**src/hw/rtl/polynomial_substring_hash_defines.svh**
```systemverilog
// Assertion macros shared by the substring hash RTL.
// Expects signals named clk and arst_n in the scope of each use.
// Assertions are compiled out when SYNTH is defined.
`ifndef POLYNOMIAL_SUBSTRING_HASH_DEFINES_SVH
`define POLYNOMIAL_SUBSTRING_HASH_DEFINES_SVH

`ifndef SYNTH
// Check that a property holds at every clock edge out of reset.
`define PSH_ASSERT(lbl, prop, msg) \
	lbl: assert property (@(posedge clk) disable iff (!arst_n) prop) else $error(msg);
// Check that a condition never occurs at any clock edge out of reset.
`define PSH_NEVER(lbl, cond, msg) \
	lbl: assert property (@(posedge clk) disable iff (!arst_n) !(cond)) else $error(msg);
`else
`define PSH_ASSERT(lbl, prop, msg)
`define PSH_NEVER(lbl, cond, msg)
`endif

`endif

```
**src/hw/rtl/psh_pkg.sv**
```systemverilog
// Shared types and constants of the polynomial substring hash.
// No dependencies; the interfaces and all modules but psh_ram use it.
package psh_pkg;

	// field widths
	localparam int ActW  = 2;
	localparam int CharW = 7;
	localparam int IdxW  = 10;
	localparam int HashW = 30;

	// modular arithmetic constants
	localparam logic [HashW-1:0] HashMod  = 30'd1000000007;
	localparam logic [HashW-1:0] HashBase = 30'd31;
	// 31 * InvBase == 1 mod HashMod
	localparam logic [HashW-1:0] InvBase  = 30'd129032259;
	// Barrett reduction: mu = floor(2^(2*HashW) / HashMod)
	localparam int BarrettW = HashW + 1;
	localparam logic [BarrettW-1:0] BarrettMu =
		BarrettW'((64'd1 << (2 * HashW)) / 64'(HashMod));
	// character code that maps to digit zero ('a' - 1)
	localparam logic [CharW-1:0] CharBias = 7'd96;

	// input actions
	typedef enum logic [ActW-1:0] {
		ACT_APPEND = 2'd0,
		ACT_QUERY  = 2'd1,
		ACT_CLEAR  = 2'd2,
		ACT_NONE   = 2'd3
	} action_t;

	// classified operations passed from front end to back end
	typedef enum logic [1:0] {
		OP_APPEND,
		OP_QUERY,
		OP_ERROR,
		OP_CLEAR
	} op_t;

	typedef struct packed {
		op_t              op;
		logic [CharW-1:0] char_code;
		logic [IdxW-1:0]  left_index;
		logic [IdxW-1:0]  right_index;
	} cmd_t;

endpackage

```
**src/hw/rtl/psh_fifo.sv**
```systemverilog
// Short command queue between the front end and the back end.
// Depends on psh_pkg for the command struct.
`include "polynomial_substring_hash_defines.svh"

module psh_fifo #(
	parameter int DEPTH = 4
) (
	input  logic           clk,
	input  logic           arst_n,
	input  logic           push,
	input  psh_pkg::cmd_t  push_data,
	input  logic           pop,
	output psh_pkg::cmd_t  head,
	output logic           empty,
	output logic           full
);

	localparam int PW = (DEPTH > 1) ? $clog2(DEPTH) : 1;
	localparam int CW = $clog2(DEPTH + 1);

	psh_pkg::cmd_t  mem_q [DEPTH];
	logic [PW-1:0]  wr_ptr_q, rd_ptr_q;
	logic [CW-1:0]  count_q;

	function automatic logic [PW-1:0] next_ptr(input logic [PW-1:0] p);
		next_ptr = (p == PW'(DEPTH - 1)) ? '0 : p + 1'b1;
	endfunction

	assign empty = (count_q == '0);
	assign full  = (count_q == CW'(DEPTH));
	assign head  = mem_q[rd_ptr_q];

	// hold entries
	always_ff @(posedge clk) begin
		if (push) begin
			mem_q[wr_ptr_q] <= push_data;
		end
	end

	// advance pointers and count
	always_ff @(posedge clk or negedge arst_n) begin
		if (!arst_n) begin
			wr_ptr_q <= '0;
			rd_ptr_q <= '0;
			count_q  <= '0;
		end else begin
			if (push) begin
				wr_ptr_q <= next_ptr(wr_ptr_q);
			end
			if (pop) begin
				rd_ptr_q <= next_ptr(rd_ptr_q);
			end
			if (push && !pop) begin
				count_q <= count_q + 1'b1;
			end else if (pop && !push) begin
				count_q <= count_q - 1'b1;
			end
		end
	end

	`PSH_NEVER(a_no_overflow, push && full, "command pushed into full queue")
	`PSH_NEVER(a_no_underflow, pop && empty, "command popped from empty queue")
	`PSH_ASSERT(a_count_up, push && !pop |=> count_q == $past(count_q) + 1'b1, "queue count did not advance")

endmodule

```
**config.mk**
```make
export PLATFORM = sky130hd
export DESIGN_NAME = psh_fifo
export DESIGN_NICKNAME = d
export VERILOG_FILES = /design/src/hw/rtl/psh_pkg.sv /design/src/hw/rtl/psh_fifo.sv
export VERILOG_INCLUDE_DIRS = /design/src /design/src/hw/rtl
export SDC_FILE = /design/constraint.sdc
export NUM_CORES = 1
export LEC_CHECK = 0
export BUFFER_PORTS_ARGS = -buffer_cell sky130_fd_sc_hd__buf_4
export CAP_MARGIN = 20
export CORE_MARGIN = 2
export CORE_UTILIZATION = 50
export DETAILED_ROUTE_END_ITERATION = 12
export PLACE_DENSITY_LB_ADDON = 0.1
export SETUP_SLACK_MARGIN = 0.4
export SLEW_MARGIN = 20
export SYNTH_ARGS = -nofsm -noshare
export SYNTH_HDL_FRONTEND = slang
export SYNTH_SLANG_ARGS = --single-unit
export TNS_END_PERCENT = 1
```
**constraint.sdc**
```tcl
create_clock -name clk -period 1.6 [get_ports clk]
set_input_delay 0.16 -clock clk [delete_from_list [all_inputs] [get_ports clk]]
set_output_delay 0.16 -clock clk [all_outputs]
set_load 0.01 [all_outputs]
```
==> flow_summary.yaml <==
cts:
  post_cts_buffers: 0
  cts-root-buf: "clkbuf_8"
  htreeDepth: 4
  cts_tree: "yes"
  clk_latency_ns: 0.51
  clock-sinks: 123
  numCtsBuffers: 17
  clock_path_buffers: 2
  cts.clk_slew.worst_paths_ns: 0.06
pwr:
  p_per_area_nw_per_um2: 1780
  p_leak_nw: 2.28
  vdd_drop_max_uv: 1080
finish:
  antennaDiodeCount: 0
  fillers: 570
  drive_above_1_share: 0.492
  layout_commonest_cell: "edfxtp_1"
  layout_common_cells: "edfxtp_1 (116), buf_4 (53), dlygate4sd3_1 (33)"
  utilization: 0.707
  syn_to_final_growth_pct: 39.2
  nNetsFinal: 352
detailed_routing:
  routed_wl_microns: 7690
  via_per_inst: 5.19
  initialDrtViolationCount: 114
  met2WireLength_microns: 3950
  route.layer.met1.wl_microns: 3350
  routed.top_layer: "met4"
  drtAntennaViolNets: 0
  first_pass_iters: 5
  wl_per_cell_microns: 17.6
  dr_total_vias: 2261
  drc: 0
  wl_met3_microns: 321
critical_path:
  critical_path_buf_inv_count: 2
  cp_cell_sequence: "buf_4 -> mux4_2 -> buf_4"
  path_delay_family: "multiplexers"
  max_stage_delay_ns: 0.53
  crit_slowest_cell: "mux4_2"
  arrival_ns: 1.81
  cp.required_ns: 1.44
  crit_path_start_kind: "flip-flop"
  critPathMaxFanout: 8
  crit_top_cell: "buf_4"
  crit_type: "flip-flop to output pin"
  crit_path_end_kind: "output pin"
synthesis:
  ys.flop_type: "edfxtp_1"
  synth_edf_count: 116
  syn_area_sq_um: 4600
  yosysWarnings: 0
  synth_nets: 228
  synth_seq_area_share: 0.795
  synth.avg_cell_area_sq_um: 24.5
  synthDistinctLibCells: 20
  syn_inst: 188
  ys_ff_latch: 123
  async_flop_share: 0.0569
timing:
  fmax_mhz: 507
  slew_headroom: 0.783
  clock_skew_ns: 0.00649
  min_period_over_period: 1.23
  setup_viol: 29
  hold_viol: 0
  finalMaxSlewViolations: 0
  tightest_slew_ns: 0.324
  layout_min_cycle_time_ns: 1.97
  timing.hold.ws_ns: 0.0887
  final.setup.worst_slack_ns: -0.371
  rsz0062_at_grt: "yes"
global_routing:
  grt_pass1_vias: 2444
  grt_usage: 0.171
  grt_max_degree: 21
  grt_pass1_wl_microns: 12300
  antenna_found_initial: 0
  grt-ovfl-total: 0
die:
  dieArea_sq_um: 9990
  dieWidth_microns: 99.9
  die_y_microns: 99.9
  rows: 35
  num_io_pins: 64
  start_util: 0.508
  core_area_sq_um: 9060
outcome:
  status: "complete, but fails checks"
  violations: "setup timing"
placement:
  place_hpwl_microns: 4750
  io_buffers: 63
  gp_congestion: 0.682
job:
  cap_violations: 0
hold_path:
  hold_class: "primary input to flip-flop"
final timing paths:
check,startpoint,end,slack (ns),depth (start not counted)
setup reg to reg,wr_ptr_q[0]$_DFFE_PN0P_,mem_q[0][19]$_DFFE_PP_,0.17,4
setup / recovery,rd_ptr_q[0]$_DFFE_PN0P_,head[6],-0.37,3
min in group asynchronous,arst_n,count_q[2]$_DFFE_PN0P_,0.61,3
max in group asynchronous,arst_n,count_q[0]$_DFFE_PN0P_,0.73,3
hold reg to reg,count_q[2]$_DFFE_PN0P_,count_q[2]$_DFFE_PN0P_,0.52,1
hold / removal,push,count_q[0]$_DFFE_PN0P_,0.09,3
metal layers:
metal  vias to the layer above  global-route usage
li1                       1032                   -
met1                      1168               0.216
met2                        54               0.273
met3                         7              0.0634
met4                         0              0.0632
met5                         -                   0
timing repair:
item                       CTS  global route
setup endpoints to repair  134           151
hold buffers                33             0
pin swaps                    9             8
hold endpoints to repair   127             0
resized for setup           37             6
flip-flops by register name (all words and copies together), names as in the netlist:
| name | cells |
|---|---|
| count_q | 3 |
| mem_q | 116 |
| rd_ptr_q | 2 |
| wr_ptr_q | 2 |
power by group:
part | leakage [nW] | internal, mW | switching, mW | total (mW)
logic | 0.883 | 2.08 | 1.55 | 3.63
registers | 1.14 | 4.16 | 0.236 | 4.39
clock network | 0.256 | 2.05 | 1.34 | 3.39
cells by family (layout without fill, tap and decap cells):
group           after synthesis  count (layout)  synth area share
flops                       123             123             0.795
mux                          32              32             0.150
buf+inv                      11             148            0.0144
simple gates                 10              10            0.0117
fa+ha+maj                     7               7            0.0207
xor+xnor                      3               3           0.00571
compound gates                2               2           0.00218
synthesized netlist by cell type (all sizes together), types with 2 or more instances:
cell type	instances	share of area
ha	6	0.016
dfrtp	7	0.038
buf	5	0.0095
and2	4	0.0054
edfxtp	116	0.76
inv	5	0.0041
o21ai	2	0.0022
xor2	2	0.0038
mux4	29	0.14
nor2	2	0.0016
mux2	3	0.0073
tightest hold or removal path, cell delays in order:
cell	delay (ns)
buf_4	0.12
ha_1	0.20
xnor2_1	0.07
metrics by stage:
stage	total power, mW	instance area [sq um]	std cells	TNS, ns	setup WS [ns]
finish	11.4	6410	436	-9.62	-0.371
global route	12.0	6410	436	-12.26	-0.457
CTS	11.5	6380	436	-11.08	-0.411
detailed placement	7.74	5380	371	0	0.114
global placement	7.69	5380	371	0	0.146
floorplan	6.24	4610	188	0	0.276
area by class of cell:
class | count | area [sq um] | share of cell area
tap | 111 | 139 | 0.0217
clock buffer | 17 | 414 | 0.0646
inverter | 5 | 23.8 | 0.00371
multi-input combinational | 54 | 948 | 0.148
sequential | 123 | 3660 | 0.572
timing repair buffer | 111 | 1090 | 0.170
clock inverter | 15 | 128 | 0.0199
Note: power is estimated with default switching activity, not from simulation.
