--- config.mk ---
export PLATFORM = sky130hd
export DESIGN_NAME = psh_front_flat
export DESIGN_NICKNAME = d
export VERILOG_FILES = /design/src/hw/rtl/polynomial_substring_hash_defines.svh /design/src/hw/rtl/psh_pkg.sv /design/src/hw/rtl/psh_in_if.sv /design/src/hw/rtl/psh_front.sv /design/src/flat_wrapper.sv
export SDC_FILE = /design/constraint.sdc
export NUM_CORES = 1
export LEC_CHECK = 0
export ABC_AREA = 1
export BUFFER_PORTS_ARGS = -buffer_cell sky130_fd_sc_hd__buf_2
export CORE_ASPECT_RATIO = 1.5
export CORE_MARGIN = 4
export CORE_UTILIZATION = 51
export CTS_BUF_LIST = sky130_fd_sc_hd__clkbuf_2 sky130_fd_sc_hd__clkbuf_4 sky130_fd_sc_hd__clkbuf_8
export DETAILED_ROUTE_END_ITERATION = 16
export GPL_TIMING_DRIVEN = 0
export HOLD_SLACK_MARGIN = 0.12
export MAX_ROUTING_LAYER = met4
export PLACE_DENSITY_LB_ADDON = 0.3
export SLEW_MARGIN = 20
export SYNTH_ARGS = -nofsm -noshare
export SYNTH_HDL_FRONTEND = slang
export SYNTH_SLANG_ARGS = --single-unit
--- constraint.sdc ---
create_clock -name clk -period 1.66 [get_ports clk]
set_input_delay 0.249 -clock clk [delete_from_list [all_inputs] [get_ports clk]]
set_output_delay 0.249 -clock clk [all_outputs]
set_load 0.02 [all_outputs]
--- src/hw/rtl/polynomial_substring_hash_defines.svh ---
// Assertion macros shared by the substring hash RTL.
// Expects signals named clk and arst_n in the scope of each use.
// Assertions are compiled out when SYNTH is defined.
`ifndef POLYNOMIAL_SUBSTRING_HASH_DEFINES_SVH
`define POLYNOMIAL_SUBSTRING_HASH_DEFINES_SVH

`ifndef SYNTH
// Check that a property holds at every clock edge out of reset.
`define PSH_ASSERT(lbl, prop, msg) \
	lbl: assert property (@(posedge clk) disable iff (!arst_n) prop) else $error(msg);
// Check that a condition never occurs at any clock edge out of reset.
`define PSH_NEVER(lbl, cond, msg) \
	lbl: assert property (@(posedge clk) disable iff (!arst_n) !(cond)) else $error(msg);
`else
`define PSH_ASSERT(lbl, prop, msg)
`define PSH_NEVER(lbl, cond, msg)
`endif

`endif

--- src/hw/rtl/psh_pkg.sv ---
// Shared types and constants of the polynomial substring hash.
// No dependencies; the interfaces and all modules but psh_ram use it.
package psh_pkg;

	// field widths
	localparam int ActW  = 2;
	localparam int CharW = 7;
	localparam int IdxW  = 10;
	localparam int HashW = 30;

	// modular arithmetic constants
	localparam logic [HashW-1:0] HashMod  = 30'd1000000007;
	localparam logic [HashW-1:0] HashBase = 30'd31;
	// 31 * InvBase == 1 mod HashMod
	localparam logic [HashW-1:0] InvBase  = 30'd129032259;
	// Barrett reduction: mu = floor(2^(2*HashW) / HashMod)
	localparam int BarrettW = HashW + 1;
	localparam logic [BarrettW-1:0] BarrettMu =
		BarrettW'((64'd1 << (2 * HashW)) / 64'(HashMod));
	// character code that maps to digit zero ('a' - 1)
	localparam logic [CharW-1:0] CharBias = 7'd96;

	// input actions
	typedef enum logic [ActW-1:0] {
		ACT_APPEND = 2'd0,
		ACT_QUERY  = 2'd1,
		ACT_CLEAR  = 2'd2,
		ACT_NONE   = 2'd3
	} action_t;

	// classified operations passed from front end to back end
	typedef enum logic [1:0] {
		OP_APPEND,
		OP_QUERY,
		OP_ERROR,
		OP_CLEAR
	} op_t;

	typedef struct packed {
		op_t              op;
		logic [CharW-1:0] char_code;
		logic [IdxW-1:0]  left_index;
		logic [IdxW-1:0]  right_index;
	} cmd_t;

endpackage

--- src/hw/rtl/psh_in_if.sv ---
// Input word channel of the substring hash: valid/ready plus command fields.
// Depends on psh_pkg for field widths.
interface psh_in_if;
	logic                         valid;
	logic                         ready;
	logic [psh_pkg::ActW-1:0]     action;
	logic [psh_pkg::CharW-1:0]    char_code;
	logic [psh_pkg::IdxW-1:0]     left_index;
	logic [psh_pkg::IdxW-1:0]     right_index;

	modport source (output valid, action, char_code, left_index, right_index, input ready);
	modport sink (input valid, action, char_code, left_index, right_index, output ready);
endinterface

--- src/hw/rtl/psh_front.sv ---
// Front end: accepts input words, tracks the stored length, classifies each
// word into a queued operation or drops it. Depends on psh_pkg and psh_in_if.
module psh_front #(
	parameter int MAX_LEN = 1024
) (
	input  logic           clk,
	input  logic           arst_n,
	psh_in_if.sink         cmd,
	output logic           q_push,
	output psh_pkg::cmd_t  q_data,
	input  logic           q_full
);

	localparam int LW = $clog2(MAX_LEN + 1);
	localparam int CW = (LW > psh_pkg::IdxW) ? LW : psh_pkg::IdxW;

	logic [LW-1:0] len_q;
	logic          accept, len_full, range_bad;

	assign cmd.ready = !q_full;
	assign accept    = cmd.valid && cmd.ready;
	assign len_full  = (len_q == LW'(MAX_LEN));
	assign range_bad = (cmd.left_index > cmd.right_index) ||
		(CW'(cmd.right_index) >= CW'(len_q));

	// classify the word; drop appends to a full store and unused actions
	always_comb begin
		q_data.char_code   = cmd.char_code;
		q_data.left_index  = cmd.left_index;
		q_data.right_index = cmd.right_index;
		q_data.op          = psh_pkg::OP_CLEAR;
		q_push             = 1'b0;
		case (cmd.action)
			psh_pkg::ACT_APPEND: begin
				q_data.op = psh_pkg::OP_APPEND;
				q_push    = accept && !len_full;
			end
			psh_pkg::ACT_QUERY: begin
				q_data.op = range_bad ? psh_pkg::OP_ERROR : psh_pkg::OP_QUERY;
				q_push    = accept;
			end
			psh_pkg::ACT_CLEAR: begin
				q_data.op = psh_pkg::OP_CLEAR;
				q_push    = accept;
			end
			default: begin
				q_push = 1'b0;
			end
		endcase
	end

	// track stored length
	always_ff @(posedge clk or negedge arst_n) begin
		if (!arst_n) begin
			len_q <= '0;
		end else if (accept) begin
			if (cmd.action == psh_pkg::ACT_APPEND && !len_full) begin
				len_q <= len_q + 1'b1;
			end else if (cmd.action == psh_pkg::ACT_CLEAR) begin
				len_q <= '0;
			end
		end
	end

endmodule

--- src/flat_wrapper.sv ---
// flat-port wrapper written by rule: the top's interface ports become plain ports
module psh_front_flat 
#(
	parameter int MAX_LEN = 1024
)
  (clk, arst_n, q_push, q_data, q_full, cmd_valid, cmd_action, cmd_char_code, cmd_left_index, cmd_right_index, cmd_ready);
  psh_in_if cmd_i ();
  input  logic clk;
  input  logic arst_n;
  output logic q_push;
  output psh_pkg::cmd_t q_data;
  input  logic q_full;
  input wire logic [$bits(cmd_i.valid)-1:0] cmd_valid;
  input wire logic [$bits(cmd_i.action)-1:0] cmd_action;
  input wire logic [$bits(cmd_i.char_code)-1:0] cmd_char_code;
  input wire logic [$bits(cmd_i.left_index)-1:0] cmd_left_index;
  input wire logic [$bits(cmd_i.right_index)-1:0] cmd_right_index;
  output wire logic [$bits(cmd_i.ready)-1:0] cmd_ready;
  assign cmd_i.valid = cmd_valid;
  assign cmd_i.action = cmd_action;
  assign cmd_i.char_code = cmd_char_code;
  assign cmd_i.left_index = cmd_left_index;
  assign cmd_i.right_index = cmd_right_index;
  assign cmd_ready = cmd_i.ready;
  psh_front #(.MAX_LEN(MAX_LEN)) u_core (.clk(clk), .arst_n(arst_n), .cmd(cmd_i), .q_push(q_push), .q_data(q_data), .q_full(q_full));
endmodule
==> results.cfg, run 1 <==
[global_routing]
grt-ovfl-total = 0
grt_pass1_vias = 1540
grt_pass1_wl_um = 6154
track_usage_pct = 19.36
grt_max_degree = 13
antenna_found_initial = 0

[power]
power_density_nw_per_um2 = 458.4
p_switching_mw = 0.3668
power_frac_comb_pct = 47.1
leakagePower_nw = 1.321
clkPwrFrac_pct = 24.8
ir_drop_v = 0.0005054
power.internal_mw = 0.7076
seqPwrFrac_pct = 28.2
p_sw_share_pct = 34.14

[layout]
largest_register = u_core.len_q
nets = 376
drive_gt1_share_pct = 46.20
n_antenna_cell = 0
largest_register_ffs = 11
largestRegisters = u_core.len_q (11)
area_delta_synth_final_pct = 42.65
layoutNonFillerInstCount = 356

[timing]
post-route-min-period_ns = 1.948
rsz0062_at_grt = true
fin_tns_setup_ns = -0.7960
fin_crit_sh_pct = 117.3
fin_skew_ns = 0.003017
timing.final.ws_setup_ns = -0.2880
fmax_mhz = 513.4
hold_viol_final = 0
relSlewSlack_pct = 72.75
setup_violations = 7
tightest_slew_ns = 0.4088
drv_slew = 0

[placement]
dpl.cell_count = 336
port_buffers = 56
dpl.hpwl_um = 3198
place_congestion = 0.8745

[worst_setup_path]
critPathLaunchType = flop
crit_slowest_cell = dfrtp_1
cp_data_required_time_ns = 1.41
cp-end-kind = output pin
cp_max_fo = 2
critPathMaxStageDelay_ns = 0.40
crit_top_cell = nand2_1
cp.arrival_ns = 1.70
path_cells = inv_2, ha_4, nand2_2, nand2_1, a21boi_1, nand3_1, nor2_2, nand2_1, nand2_1, buf_6
rrSetupSlack_ns = -0.01
critPathKind = reg -> out

[clock_network]
insertion_delay_ns = 0.23
cts_root_buf = clkbuf_8
clk_pin_slew_ns = 0.05
clock-sinks = 11
cts_tree = built
cts_max_level = 1
clk_path_buf_depth = 2
cts_made_buffers = 3

[flow_run]
drv_cap = 0

[routing]
drt_iter0_drc = 24
drt-pass1-iter-count = 4
wl_per_cell_um = 11.56
vias_per_cell = 4.910
final_antenna_net_count = 0
via_count = 1748
routed_wl_um = 4117
drc = 0

[synth]
synth.distinct_cells = 25
ys.flop_type = dfrtp_1
synth_xor_area_share_pct = 2.666
mappedNetlistNets = 299
syn_area_um2 = 1643
synth_mux_area_share_pct = 0
ys_seq_elements = 11
synth_edf_count = 0
avgSynthCellArea_um2 = 6.845
synth-compound-area-share_pct = 8.302
netlist_instances = 240
synthArstFlopShare_pct = 100.0
ys_seq_area_share_pct = 16.76
yosysWarnings = 0
synthAdderAreaFrac_pct = 19.80
synth_simple_gate_area_share_pct = 29.02
synth_top_family_by_area = simple AND/OR/NAND/NOR gates

[status]
violations = setup timing
status = finished with violations

[floorplanning]
initial_utilization_pct = 52.52
fp.dieArea_um2 = 4212
rows = 25
core_um2 = 3128
ioPinCount = 64
die_y_um = 77.51
die_w_um = 54.34

[min_path]
hold_path_class = in -> async
[power groups by stage]
stage                     sequential, mW  clock (mW)  combinational, mW
after floorplan                    0.306           0              0.283
after global placement             0.311           0              0.398
after detailed placement           0.312           0              0.409
after CTS                          0.302       0.276              0.467
after global routing               0.303       0.295              0.571
final                              0.302       0.266              0.506
[per-layer routing]
layer  vias up  wire [um]  GRT usage (%)
met5         -          0              -
met4         0         66          8.978
met3         9        253          1.536
met2        59       2303          35.37
met1       777       1493          19.47
li1        903          -              -
[cell families after synthesis]
group           after synthesis
buf+inv                      71
simple gates                108
fa+ha+maj                    26
xor+xnor                      5
compound gates               19
flops                        11
[placed cells by master (no fill, tap or decap), types with 4 or more instances in the layout]
| cell | synthesis | final |
|---|---|---|
| nor2_2 | 1 | 5 |
| inv_1 | 37 | 25 |
| buf_6 | 1 | 4 |
| nand3_1 | 20 | 20 |
| ha_1 | 26 | 19 |
| ha_4 | 0 | 7 |
| nor2_1 | 16 | 10 |
| nand4_1 | 8 | 8 |
| dfrtp_1 | 11 | 8 |
| buf_2 | 2 | 54 |
| o211ai_1 | 9 | 9 |
| buf_4 | 29 | 42 |
| xor2_1 | 5 | 5 |
| nand2_1 | 57 | 54 |
| inv_2 | 0 | 10 |
[cell usage after synthesis, types with 2 or more instances]
| library cell | number | area (um2) |
|---|---|---|
| inv_1 | 37 | 138.9 |
| nand3_1 | 20 | 100.1 |
| nand2_1 | 57 | 214.0 |
| o211ai_1 | 9 | 67.56 |
| xor2_1 | 5 | 43.79 |
| buf_4 | 29 | 217.7 |
| nor2_1 | 16 | 60.06 |
| a21oi_1 | 6 | 30.03 |
| nand4_1 | 8 | 50.05 |
| buf_2 | 2 | 10.01 |
| dfrtp_1 | 11 | 275.3 |
| nor3_1 | 2 | 10.01 |
| ha_1 | 26 | 325.3 |
[stage by stage]
step           area (um2)  power, mW  hold slack, ns  utilization, %  worst slack (ns)
4_1_cts              2186      1.045          0.4028           69.88           -0.2699
2_1_floorplan        1647     0.5895        -0.04659               -          -0.02552
3_5_place_dp         1977     0.7203          0.1194           63.20           -0.2788
5_1_grt              2344      1.169          0.4441           74.92           -0.3943
3_3_place_gp         1977     0.7084          0.1175           63.20           -0.2400
6_report             2344      1.074          0.4074           74.92           -0.2880
[final timing paths]
kind                                              from                          end  depth (start not counted)
max reg2reg                u_core.len_q[0]$_DFFE_PN0P_  u_core.len_q[4]$_DFFE_PN0P_                         11
max                        u_core.len_q[8]$_DFFE_PN0P_                   q_data[27]                         10
min                                             arst_n  u_core.len_q[8]$_DFFE_PN0P_                          2
min reg2reg                u_core.len_q[3]$_DFFE_PN0P_  u_core.len_q[3]$_DFFE_PN0P_                          2
max in group asynchronous                       arst_n  u_core.len_q[0]$_DFFE_PN0P_                          2
min in group clk                             cmd_valid  u_core.len_q[7]$_DFFE_PN0P_                          6
[worst max-delay path, delay by kind of cell (launching register included)]
kind                     cells  cell delay (ns)
AO/OA/AOI/OAI                1             0.14
AND/OR/NAND/NOR              6             0.50
flip-flops                   1             0.40
adder cells (fa/ha/maj)      1             0.20
buffers and inverters        2             0.21
[layout make-up]
type                            count  area (um2)
Buffer                             30       222.7
Timing Repair Buffer               75       476.7
Tap cell                           40       50.05
Sequential cell                    11       279.0
Fill cell                         253       784.5
Inverter                           38       147.6
Multi-Input combinational cell    158        1119
Clock buffer                        4       48.80
[repair_timing]
| action | 4_1_cts | 5_1_grt |
|---|---|---|
| hold buffers | 1 | 0 |
| setup buffers | 12 | 6 |
| gates resized for setup | 27 | 26 |
| cloned | 0 | 1 |
| pin swaps | 12 | 15 |
| endpoints found under the hold margin | 11 | 0 |
| endpoints found under the setup margin | 3 | 8 |
No activity file was read; power rests on OpenSTA's default activity.
==> run 2, diff against run 1 <==
--- a/config.mk
+++ b/config.mk
@@ -7,15 +7,18 @@
 export LEC_CHECK = 0
 export ABC_AREA = 1
 export BUFFER_PORTS_ARGS = -buffer_cell sky130_fd_sc_hd__buf_2
+export CELL_PAD_IN_SITES_DETAIL_PLACEMENT = 1
+export CELL_PAD_IN_SITES_GLOBAL_PLACEMENT = 1
 export CORE_ASPECT_RATIO = 1.5
 export CORE_MARGIN = 4
-export CORE_UTILIZATION = 51
+export CORE_UTILIZATION = 35
 export CTS_BUF_LIST = sky130_fd_sc_hd__clkbuf_2 sky130_fd_sc_hd__clkbuf_4 sky130_fd_sc_hd__clkbuf_8
 export DETAILED_ROUTE_END_ITERATION = 16
 export GPL_TIMING_DRIVEN = 0
 export HOLD_SLACK_MARGIN = 0.12
 export MAX_ROUTING_LAYER = met4
 export PLACE_DENSITY_LB_ADDON = 0.3
+export RECOVER_POWER = 25
 export SLEW_MARGIN = 20
 export SYNTH_ARGS = -nofsm -noshare
 export SYNTH_HDL_FRONTEND = slang
==> results.cfg, run 2 (synthesized netlist as in run 1, its figures left out) <==
[floorplanning]
rows = 30
fp.dieArea_um2 = 5877
die_y_um = 91.91
core_um2 = 4542
die_w_um = 63.94
initial_utilization_pct = 36.17
ioPinCount = 64

[layout]
layout_commonest_cell = nand2_1
regArea_um2 = 277.8
largest_register = u_core.len_q
layoutNonFillerInstCount = 382
drive_gt1_share_pct = 46.23
multiInputGateArea_um2 = 1140
largest_register_ffs = 11
n_antenna_cell = 0
area_delta_synth_final_pct = 45.54
design_area_um2 = 2391
fillers = 613
largestRegisters = u_core.len_q (11)
nets = 378
final_cell_mix = nand2_1 (55), buf_2 (52), buf_4 (47)

[flow_run]
drv_cap = 0

[routing]
drt_iter0_drc = 27
via_count = 1803
final_antenna_net_count = 0
drc = 0
drt-pass1-iter-count = 4
wl_per_cell_um = 12.93
vias_per_cell = 4.720
routed_wl_um = 4940

[worst_setup_path]
critPathLaunchType = flop
critPathKind = reg -> out
cp-end-kind = output pin
cp_max_fo = 3
cp-startpoint = u_core.len_q[3]$_DFFE_PN0P_
rr_endpoint = u_core.len_q[0]$_DFFE_PN0P_
r2r-start = u_core.len_q[9]$_DFFE_PN0P_
cp.arrival_ns = 1.68
rrSetupSlack_ns = 0.09
r2r_cells = 11
cp_data_required_time_ns = 1.41

[placement]
place_congestion = 0.8100
port_buffers = 56
dpl.hpwl_um = 3861
dpl.cell_count = 360
dpl_cell_area_um2 = 2007

[timing]
fmax_mhz = 517.4
fin_skew_ns = 0.0009126
post-route-min-period_ns = 1.933
hold_viol_final = 0
relSlewSlack_pct = 56.18
tightest_slew_ns = 0.6573
setup_violations = 3
rsz0062_at_grt = true
drv_slew = 0
timing.final.ws_setup_ns = -0.2726
fin_crit_sh_pct = 116.4

[power]
leakagePower_nw = 1.326
p_switching_mw = 0.4017
power_frac_comb_pct = 47.3
power_density_nw_per_um2 = 468.6
ir_drop_v = 0.0004390
clkPwrFrac_pct = 25.9
power.internal_mw = 0.7187
seqPwrFrac_pct = 26.8
total_power_mw = 1.120
p_sw_share_pct = 35.86

[global_routing]
grt_util_met2_pct = 33.74
grt-ovfl-total = 0
grt_pass1_vias = 1878
grt_pass1_wl_um = 8148
track_usage_pct = 17.54
antenna_found_initial = 0
grt_max_degree = 13
busiest_layer = met2
grt_use_met1_pct = 17.30
use_met3_pct = 2.083

[clock_network]
clock-sinks = 11
clk_path_buf_depth = 2
cts_root_buf = clkbuf_8
cts_max_level = 1
cts_tree = built
cts_made_buffers = 3
insertion_delay_ns = 0.24
clk_pin_slew_ns = 0.05

[status]
status = finished with violations
violations = setup timing

[min_path]
hold_path_class = in -> reg
min_to = u_core.len_q[7]$_DFFE_PN0P_
whs_path_depth = 6
hold_start = cmd_valid
-- run 2: layer usage --
layer | routed length, um | part of all wire, %
met5 | 0 | 0
met4 | 91 | 1.8
met3 | 246 | 5.0
met2 | 2890 | 59
met1 | 1713 | 35
-- run 2: cell type report --
class                      count  share of cell area, %
clock buffer                   4                  2.041
timing repair buffer          77                  19.83
multi-input combinational    158                  47.67
inverter                      38                  6.175
buffer                        30                  9.315
sequential                    11                  11.62
tap                           64                  3.349
-- run 2: critical path: stages (launching register included) --
cell,delay (ns)
dfrtp_1,0.40
inv_2,0.09
ha_1,0.22
nand2_1,0.10
nor2_1,0.06
nand4_1,0.08
nand3_1,0.09
nor2_2,0.15
nand2_1,0.06
nand2_1,0.07
buf_6,0.12
-- run 2: through the flow --
step | setup TNS (ns) | hold slack (ns) | utilization, % | setup WS (ns)
floorplan | -0.02552 | -0.04659 | - | -0.02552
global placement | -1.306 | 0.1393 | 44.19 | -0.3472
detailed placement | -1.567 | 0.1405 | 44.19 | -0.3598
CTS | -0.8009 | 0.4142 | 49.64 | -0.2813
global route | -1.016 | 0.5707 | 52.64 | -0.3706
finish | -0.7350 | 0.5046 | 52.64 | -0.2726
-- run 2: worst max-delay path by stage --
stage                     cells past startpoint          to  slack [ns]
after floorplan                              10  q_data[27]       -0.03
after global placement                        9      q_push       -0.35
after detailed placement                      9      q_push       -0.36
after CTS                                    10  q_data[28]       -0.28
after global routing                         10  q_data[27]       -0.37
final                                        10  q_data[27]       -0.27
-- run 2: power groups by stage --
stage	registers (mW)	logic (mW)	clock network, mW
after floorplan	0.306	0.283	0
after global placement	0.313	0.408	0
after detailed placement	0.314	0.421	0
after CTS	0.299	0.498	0.300
after global routing	0.303	0.601	0.312
final	0.300	0.530	0.290
-- run 2: what timing repair did --
| action | in CTS | in global routing |
|---|---|---|
| hold buffers | 1 | 0 |
| pin swaps | 12 | 17 |
| resized for setup | 28 | 21 |
| setup buffers | 15 | 4 |
| endpoints found under the hold margin | 11 | 0 |
| setup endpoints to repair | 13 | 13 |
| cloned | 0 | 1 |
